File: src/hw/rtl/irt_pkg.sv
package irt_pkg;

    localparam int ROW_FIELD_W   = 10;
    localparam int SEAT_FIELD_W  = 16;
    localparam int OWNER_FIELD_W = 16;
    localparam int STATUS_W      = 3;

    localparam logic ACT_RESERVE = 1'b0;
    localparam logic ACT_LOOKUP  = 1'b1;

    localparam logic [STATUS_W-1:0] ST_RESERVED = 3'd0;
    localparam logic [STATUS_W-1:0] ST_OVERLAP  = 3'd1;
    localparam logic [STATUS_W-1:0] ST_FULL     = 3'd2;
    localparam logic [STATUS_W-1:0] ST_FOUND    = 3'd3;
    localparam logic [STATUS_W-1:0] ST_NOONE    = 3'd4;

    typedef struct packed {
        logic                     action;
        logic [ROW_FIELD_W-1:0]   row_index;
        logic [SEAT_FIELD_W-1:0]  first_seat;
        logic [SEAT_FIELD_W-1:0]  last_seat;
        logic [OWNER_FIELD_W-1:0] owner_tag;
        logic [SEAT_FIELD_W-1:0]  query_seat;
    } t_req;

    typedef struct packed {
        logic [STATUS_W-1:0]      status;
        logic [OWNER_FIELD_W-1:0] found_owner;
    } t_resp;

    typedef enum logic [1:0] {
        S_IDLE,
        S_SCAN,
        S_FINISH
    } t_state;

    typedef struct packed {
        logic capture;
        logic scan;
        logic finish;
    } t_cmd;

    typedef struct packed {
        logic scan_end;
        logic out_free;
    } t_sts;

endpackage

File: src/hw/rtl/irt_ram.sv
module irt_ram #(
    parameter int WIDTH = 8,
    parameter int DEPTH = 64
) (
    input  logic                     i_clk,
    input  logic                     i_we,
    input  logic [$clog2(DEPTH)-1:0] i_waddr,
    input  logic [WIDTH-1:0]         i_wdata,
    input  logic [$clog2(DEPTH)-1:0] i_raddr,
    output logic [WIDTH-1:0]         o_rdata
);

    logic [WIDTH-1:0] r_mem [DEPTH];
    logic [WIDTH-1:0] r_rdata;

    always_ff @(posedge i_clk) begin
        if (i_we) begin
            r_mem[i_waddr] <= i_wdata;
        end
        r_rdata <= r_mem[i_raddr];
    end

    assign o_rdata = r_rdata;

endmodule

File: src/hw/rtl/irt_ctrl.sv
module irt_ctrl (
    input  logic          i_clk,
    input  logic          i_rst_n,
    input  logic          i_valid,
    output logic          o_stall,
    input  irt_pkg::t_sts i_sts,
    output irt_pkg::t_cmd o_cmd
);

    irt_pkg::t_state r_state;
    irt_pkg::t_state n_state;

    always_ff @(posedge i_clk) begin
        if (!i_rst_n) begin
            r_state <= irt_pkg::S_IDLE;
        end else begin
            r_state <= n_state;
        end
    end

    always_comb begin
        n_state = r_state;
        case (r_state)
            irt_pkg::S_IDLE: begin
                if (i_valid) begin
                    n_state = irt_pkg::S_SCAN;
                end
            end
            irt_pkg::S_SCAN: begin
                if (i_sts.scan_end) begin
                    n_state = irt_pkg::S_FINISH;
                end
            end
            irt_pkg::S_FINISH: begin
                if (i_sts.out_free) begin
                    n_state = irt_pkg::S_IDLE;
                end
            end
            default: begin
                n_state = irt_pkg::S_IDLE;
            end
        endcase
    end

    always_comb begin
        o_stall       = 1'b1;
        o_cmd.capture = 1'b0;
        o_cmd.scan    = 1'b0;
        o_cmd.finish  = 1'b0;
        case (r_state)
            irt_pkg::S_IDLE: begin
                o_stall       = 1'b0;
                o_cmd.capture = i_valid;
            end
            irt_pkg::S_SCAN: begin
                o_cmd.scan = 1'b1;
            end
            irt_pkg::S_FINISH: begin
                o_cmd.finish = i_sts.out_free;
            end
            default: begin
                o_stall = 1'b1;
            end
        endcase
    end

endmodule

File: src/hw/rtl/irt_datapath.sv
module irt_datapath #(
    parameter int TABLE_DEPTH = 64,
    parameter int NUM_ROWS    = 1024,
    parameter int SEAT_BITS   = 16,
    parameter int OWNER_BITS  = 16
) (
    input  logic           i_clk,
    input  logic           i_rst_n,
    input  irt_pkg::t_req  i_req,
    input  irt_pkg::t_cmd  i_cmd,
    output irt_pkg::t_sts  o_sts,
    input  logic           i_out_stall,
    output logic           o_out_valid,
    output irt_pkg::t_resp o_resp
);

    localparam int ROW_FW   = irt_pkg::ROW_FIELD_W;
    localparam int SEAT_FW  = irt_pkg::SEAT_FIELD_W;
    localparam int OWN_FW   = irt_pkg::OWNER_FIELD_W;
    localparam int ROW_LOG  = (NUM_ROWS > 1) ? $clog2(NUM_ROWS) : 1;
    localparam int ROW_W    = (ROW_LOG < ROW_FW) ? ROW_LOG : ROW_FW;
    localparam int SEAT_W   = (SEAT_BITS < SEAT_FW) ? SEAT_BITS : SEAT_FW;
    localparam int OWNER_W  = (OWNER_BITS < OWN_FW) ? OWNER_BITS : OWN_FW;
    localparam int ENTRY_W  = ROW_W + 2 * SEAT_W + OWNER_W;
    localparam int ADDR_W   = $clog2(TABLE_DEPTH);
    localparam int CNT_W    = $clog2(TABLE_DEPTH + 1);
    localparam int OWN_LSB  = 0;
    localparam int LAST_LSB = OWNER_W;
    localparam int FRST_LSB = OWNER_W + SEAT_W;
    localparam int ROW_LSB  = OWNER_W + 2 * SEAT_W;

    irt_pkg::t_req  r_req;
    irt_pkg::t_resp r_resp;
    irt_pkg::t_resp n_resp;
    logic [CNT_W-1:0]   r_count;
    logic [CNT_W-1:0]   n_count;
    logic [CNT_W-1:0]   r_idx;
    logic [CNT_W-1:0]   n_idx;
    logic               r_pend;
    logic               n_pend;
    logic               r_hit;
    logic               n_hit;
    logic [OWNER_W-1:0] r_owner;
    logic [OWNER_W-1:0] n_owner;
    logic               r_out_vld;
    logic               n_out_vld;

    logic [ENTRY_W-1:0] rd_data;
    logic [ENTRY_W-1:0] wr_data;
    logic [ROW_W-1:0]   rd_row;
    logic [SEAT_W-1:0]  rd_first;
    logic [SEAT_W-1:0]  rd_last;
    logic [OWNER_W-1:0] rd_owner;
    logic [ROW_W-1:0]   req_row;
    logic [SEAT_W-1:0]  req_first;
    logic [SEAT_W-1:0]  req_last;
    logic [SEAT_W-1:0]  req_seat;
    logic [OWNER_W-1:0] req_owner;
    logic               is_reserve;
    logic               row_ok;
    logic               issue;
    logic               overlap;
    logic               covers;
    logic               match_now;
    logic               table_full;
    logic               do_write;

    irt_ram #(
        .WIDTH (ENTRY_W),
        .DEPTH (TABLE_DEPTH)
    ) u_ram (
        .i_clk   (i_clk),
        .i_we    (do_write),
        .i_waddr (r_count[ADDR_W-1:0]),
        .i_wdata (wr_data),
        .i_raddr (r_idx[ADDR_W-1:0]),
        .o_rdata (rd_data)
    );

    always_comb begin
        rd_row     = rd_data[ROW_LSB +: ROW_W];
        rd_first   = rd_data[FRST_LSB +: SEAT_W];
        rd_last    = rd_data[LAST_LSB +: SEAT_W];
        rd_owner   = rd_data[OWN_LSB +: OWNER_W];
        req_row    = r_req.row_index[ROW_W-1:0];
        req_first  = r_req.first_seat[SEAT_W-1:0];
        req_last   = r_req.last_seat[SEAT_W-1:0];
        req_seat   = r_req.query_seat[SEAT_W-1:0];
        req_owner  = r_req.owner_tag[OWNER_W-1:0];
        wr_data    = {req_row, req_first, req_last, req_owner};
        is_reserve = (r_req.action == irt_pkg::ACT_RESERVE);
        row_ok     = (32'(r_req.row_index) < 32'(NUM_ROWS));
        table_full = (r_count == CNT_W'(TABLE_DEPTH));

        overlap    = !((req_first > rd_last) || (rd_first > req_last));
        covers     = (rd_first <= req_seat) && (rd_last >= req_seat);
        match_now  = r_pend && row_ok && (rd_row == req_row) &&
                     (is_reserve ? overlap : covers);
        issue      = i_cmd.scan && (r_idx < r_count);

        o_sts.scan_end = !row_ok || match_now || (r_idx == r_count);
        o_sts.out_free = !r_out_vld || !i_out_stall;

        do_write = i_cmd.finish && is_reserve && row_ok && !r_hit && !table_full;
    end

    always_comb begin
        n_idx     = r_idx;
        n_pend    = i_cmd.scan ? issue : 1'b0;
        n_hit     = r_hit;
        n_owner   = r_owner;
        n_count   = r_count;
        n_out_vld = r_out_vld;
        n_resp    = r_resp;

        if (i_cmd.capture) begin
            n_idx = '0;
            n_hit = 1'b0;
        end else if (issue) begin
            n_idx = r_idx + CNT_W'(1);
        end

        if (i_cmd.scan && match_now) begin
            n_hit   = 1'b1;
            n_owner = rd_owner;
        end

        if (do_write) begin
            n_count = r_count + CNT_W'(1);
        end

        if (r_out_vld && !i_out_stall) begin
            n_out_vld = 1'b0;
        end

        if (i_cmd.finish) begin
            n_out_vld          = 1'b1;
            n_resp.found_owner = '0;
            if (is_reserve) begin
                if (r_hit || !row_ok) begin
                    n_resp.status = irt_pkg::ST_OVERLAP;
                end else if (table_full) begin
                    n_resp.status = irt_pkg::ST_FULL;
                end else begin
                    n_resp.status = irt_pkg::ST_RESERVED;
                end
            end else if (r_hit) begin
                n_resp.status      = irt_pkg::ST_FOUND;
                n_resp.found_owner = OWN_FW'(r_owner);
            end else begin
                n_resp.status = irt_pkg::ST_NOONE;
            end
        end
    end

    always_ff @(posedge i_clk) begin
        if (!i_rst_n) begin
            r_count   <= '0;
            r_idx     <= '0;
            r_pend    <= 1'b0;
            r_hit     <= 1'b0;
            r_out_vld <= 1'b0;
        end else begin
            r_count   <= n_count;
            r_idx     <= n_idx;
            r_pend    <= n_pend;
            r_hit     <= n_hit;
            r_out_vld <= n_out_vld;
        end
    end

    always_ff @(posedge i_clk) begin
        if (i_cmd.capture) begin
            r_req <= i_req;
        end
        r_owner <= n_owner;
        r_resp  <= n_resp;
    end

    assign o_out_valid = r_out_vld;
    assign o_resp      = r_resp;

endmodule

File: src/hw/rtl/interval_reservation_table_core.sv
// Seat range reservation table. Each request either reserves an inclusive
// seat range in a row for an owner tag, or looks up who holds one seat; every
// request yields exactly one response. Stored ranges live in one RAM of
// TABLE_DEPTH entries with a single registered read port, scanned one entry
// per cycle in the order they were stored; a reserve stops at the first
// clash in the same row, a lookup at the first covering range. A request is
// accepted, scans the stored entries up to the first hit, then posts its
// response, appending a granted range, once the output register is free.
// The response sits in an output register, so a new request is accepted
// while the previous response is still stalled. No clearing pass is needed
// after reset; only entries already written are ever read.
module interval_reservation_table_core #(
    parameter int TABLE_DEPTH = 64,
    parameter int NUM_ROWS    = 1024,
    parameter int SEAT_BITS   = 16,
    parameter int OWNER_BITS  = 16
) (
    input  logic           i_clk,
    input  logic           i_rst_n,
    input  logic           i_valid,
    output logic           o_stall,
    input  irt_pkg::t_req  i_req,
    output logic           o_valid,
    input  logic           i_stall,
    output irt_pkg::t_resp o_resp
);

    irt_pkg::t_cmd cmd;
    irt_pkg::t_sts sts;

    irt_ctrl u_ctrl (
        .i_clk   (i_clk),
        .i_rst_n (i_rst_n),
        .i_valid (i_valid),
        .o_stall (o_stall),
        .i_sts   (sts),
        .o_cmd   (cmd)
    );

    irt_datapath #(
        .TABLE_DEPTH (TABLE_DEPTH),
        .NUM_ROWS    (NUM_ROWS),
        .SEAT_BITS   (SEAT_BITS),
        .OWNER_BITS  (OWNER_BITS)
    ) u_datapath (
        .i_clk       (i_clk),
        .i_rst_n     (i_rst_n),
        .i_req       (i_req),
        .i_cmd       (cmd),
        .o_sts       (sts),
        .i_out_stall (i_stall),
        .o_out_valid (o_valid),
        .o_resp      (o_resp)
    );

endmodule

File: config.mk
export PLATFORM = sky130hd
export DESIGN_NAME = interval_reservation_table_core
export DESIGN_NICKNAME = d
export VERILOG_FILES = /design/src/hw/rtl/irt_pkg.sv /design/src/hw/rtl/irt_ram.sv /design/src/hw/rtl/irt_ctrl.sv /design/src/hw/rtl/irt_datapath.sv /design/src/hw/rtl/interval_reservation_table_core.sv
export SDC_FILE = /design/constraint.sdc
export NUM_CORES = 2
export LEC_CHECK = 0
export BUFFER_PORTS_ARGS = -buffer_cell sky130_fd_sc_hd__clkbuf_2
export CORE_ASPECT_RATIO = 1.4
export CORE_UTILIZATION = 63
export DETAILED_ROUTE_END_ITERATION = 8
export PLACE_DENSITY = 0.77
export SYNTH_ARGS = -nofsm -noshare
export SYNTH_HDL_FRONTEND = slang
export SYNTH_SLANG_ARGS = --single-unit
export TNS_END_PERCENT = 20
File: constraint.sdc
create_clock -name i_clk -period 5.8 [get_ports i_clk]
set_input_delay 0.29 -clock i_clk [delete_from_list [all_inputs] [get_ports i_clk]]
set_output_delay 0.29 -clock i_clk [all_outputs]
set_load 0.1 [all_outputs]
==> results by group <==
Synthesis
  – Asr flop ratio synth: 0%
  – Synth cell count leaders: edfxtp_1 (3822), mux4_2 (1218), clkbuf_1 (158)
  – Synth Flop Type: edfxtp_1
  – Post-synth EDFFs: approximately 3.8k
  – YS warnings: 0
  – Largest family of logic cells by synthesized area: multiplexers
  – Sequential share of the synthesized area: between 70% and 80%
  – Cell with the most instances after synthesis: edfxtp_1
  – Simple-gate share of the synthesized area: 0.660%
  – Post-Synth Adder-Cell Area: less than 1%
  – Mux share of post-synthesis cell area: 18.6%
  – Mapped cell area: approximately 0.15 mm2
  – Top cell type's share of synthesized area: between 70% and 80%
  – Xor/xnor share of the synthesized area: less than 1%
  – Yosys cell types: between 40 and 50
  – Post-synthesis cell count: just under 6k
  – Syn_nets: between 5k and 6k
  – Syn_area_per_cell: ~25 um2
  – Synth area leader: edfxtp_1
  – Top cells by area, synth: edfxtp_1 (78%), mux4_2 (19%), dfxtp_1 (1.0%)
  – Compound-Gate Fraction of Synth Area: 0.313%
  – Register bit total from synthesis: between 3k and 4k

Clocking
  – Clk slew on worst S/H paths: 60 ps
  – TritonCTS Buffers: between 300 and 400
  – Clk_lat worst skew: around 910 ps
  – Post-CTS setup buffer count: 0
  – Clock sinks: 3899
  – Hold_buf cts: just under 80
  – H-tree levels: 5
  – CTS resizes: 0
  – CTS tree: done
  – Max clock buf depth: 4
  – CTS root buf: clkbuf_16

Placed design
  – GP Congestion: between 0.8 and 0.9
  – Detailed Place HPWL: approximately 210000 um
  – I/O Buffers: 99
  – Placed Area: between 0.15 and 0.2 mm2

Power and ir drop
  – P_leak: between 50 and 60 nW
  – Worst VDD drop: 279 uV
  – Pwr Density: 336 mW/mm2
  – Combinational power share: between 1.5 and 2%
  – Sw frac: 20.3%
  – Clk pwr share: a little over two fifths
  – Reg power frac: between 50% and 60%
  – Power Internal: about 45 mW
  – P_sw: between 10 and 15 mW

Routing
  – Via count: between 70k and 80k
  – DR pass1 iterations: 8
  – Final Routed Wirelength: 412000 um
  – DRC viols: 0
  – Initial DRC Count: ~11k
  – Wire length per cell: 42.4 um
  – Antenna-violating nets left: 0
  – Vias per std cell: 7.39

Final layout
  – Fin util: between 70% and 80%
  – Area Overhead vs Synth: 12.6%
  – # fillers: 12.3k
  – Share of cells above drive strength 1: 32.9%
  – Nets: about 6.5k
  – Final instance area: around 0.17 mm2

Floorplan
  – Die Y: approximately 570 um
  – # rows: 210
  – Die area: about 0.24 mm2
  – Die width: 411 um
  – Core area: 0.233 mm2
  – Io pins: 100
  – Initial Util: a little over three fifths

Timing
  – Part of the cycle the worst path needs: 74.8%
  – Pins Over Slew Limit: 0
  – Worst relative slew slack: 2.03%
  – Final Critical Period: 4340 ps
  – Hold Slack: 111 ps
  – Final Skew: around 63 ps
  – Fmax: between 200 and 250 MHz
  – Final setup violation count: 0
  – Setup_tns: 0 ps
  – Worst-Margin Slew: 1470 ps
  – RSZ-0062 raised after global routing: false
  – Final Hold Violating Endpoints: 0

Worst setup path
  – Worst setup path class: flop to flop
  – Worst setup EP type: flop
  – Critical path arrival: 5100 ps
  – Reg2Reg Depth: 10
  – CP Launch Type: flop
  – Crit path required time: 6560 ps
  – CP max FO: between 60 and 70

Status
  – Status: complete, but fails checks
  – Failing checks: capacitance limit

Global route
  – Grt total ovfl: 0
  – Vias in the first global route: between 70k and 80k
  – Total Routing Usage GR: approximately 35%
  – Global-route wire length before repair: 572000 um
  – Initial antenna violation count: 18
  – Pin count of the biggest net entering global routing: 85

Min path
  – Worst min path class: input pin to flop
  – Hold depth: 2

Run
  – Max-cap check violation count: 1
## stage by stage
stage | setup WS, ps | cells | total power [mW]
finish | 1460 | 9707 | 55.9
global route | 1450 | 9702 | 57.0
CTS | 1640 | 9693 | 56.0
detailed placement | 1920 | 8973 | 32.7
global placement | 2000 | 8973 | 32.6
floorplan | 146 | 5836 | 32.2
## cell families (layout without fill, tap and decap cells)
logic type | after synthesis | in the layout
xor gates and xnor gates | 16 | 16
AOI/OAI and AO/OA | 78 | 78
other | 0 | 14
and+or+nand+nor | 205 | 205
buffers and inverters | 344 | 1127
muxes | 1220 | 1220
adders and majority gates | 74 | 74
DFF | 3899 | 3899
## path summary, 6_finish.rpt
kind,from,end,slack (ps)
worst max-delay path,u_datapath.req_last[5],u_ctrl.r_state[0],1460
worst min-delay path,i_req[30],u_datapath.req_owner[14],110
worst max register to register,u_datapath.req_last[5],u_ctrl.r_state[0],1460
worst min register to register,u_datapath.u_ram.o_rdata[7],u_datapath.r_owner[7],410
## cells in the final DEF, fill, tap and decap left out, types with 10 or more instances in the layout
| cell | Yosys | layout |
|---|---|---|
| inv_1 | 57 | 57 |
| edfxtp_1 | 3822 | 3822 |
| clkinvlp_4 | 0 | 16 |
| buf_4 | 10 | 190 |
| nand4_1 | 19 | 19 |
| clkbuf_2 | 0 | 99 |
| inv_6 | 0 | 10 |
| bufinv_16 | 0 | 37 |
| nand3_1 | 19 | 19 |
| xnor2_1 | 15 | 15 |
| nor2_4 | 0 | 65 |
| clkinv_2 | 0 | 79 |
| buf_12 | 0 | 57 |
| mux4_2 | 1218 | 1218 |
| o21ai_1 | 11 | 11 |
| dfxtp_1 | 77 | 71 |
| ha_1 | 74 | 74 |
| clkbuf_1 | 158 | 52 |
| and3_1 | 18 | 18 |
| diode_2 | 0 | 14 |
| dlygate4sd3_1 | 0 | 78 |
| nand2_1 | 27 | 27 |
| clkinv_1 | 0 | 55 |
| clkinv_4 | 0 | 12 |
| a21oi_1 | 37 | 36 |
| clkbuf_8 | 0 | 13 |
| clkbuf_16 | 0 | 362 |
| nor2_1 | 88 | 23 |
## critical path: stages (launching register included)
cell	delay (ps)
edfxtp_1	350
buf_4	570
inv_1	150
ha_1	360
nand4_1	190
nor4_1	400
a21oi_1	110
nor4_2	910
a32oi_1	260
a41o_1	320
dlygate4sd3_1	550
## area by class of cell
| type | instances | area [um2] | area share [%] |
|---|---|---|---|
| clock buffer | 427 | 9430 | 5.67 |
| tap | 3074 | 3850 | 2.31 |
| sequential | 3899 | 116000 | 69.9 |
| multi-input combinational | 1593 | 30500 | 18.3 |
| inverter | 61 | 229 | 0.138 |
| clock inverter | 215 | 2140 | 1.29 |
| timing repair buffer | 424 | 3840 | 2.31 |
| antenna | 14 | 35.0 | 0.0211 |
## per-layer routing
metal  vias up  track usage (%)  part of all wire, %
met5         -                0                0.017
met4        10             19.8                  6.6
met3      1268             8.05                   12
met2      6378             57.3                   50
met1     37692             44.8                   32
li1      26391                -                    -
## power by group through the flow
stage	Combinational, mW	Clock [mW]	Sequential (mW)
floorplan	0.185	0	32.0
global placement	0.870	0	31.7
detailed placement	0.922	0	31.7
CTS	0.982	23.9	31.1
global route	1.03	24.9	31.1
finish	1.00	23.8	31.1
## sequential cells by signal (all words and copies together), names as in the netlist, 2 cells and up
register                  cells
u_datapath.r_owner           16
u_datapath.req_last          16
u_datapath.r_count            7
u_datapath.req_owner         16
u_datapath.o_resp            19
u_datapath.r_idx              7
u_ctrl.r_state                2
u_datapath.req_first         16
u_datapath.u_ram.o_rdata     58
u_datapath.req_row           10
u_datapath.u_ram.r_mem     3712
u_datapath.req_seat          16
Power figures use the tool's default switching activity.
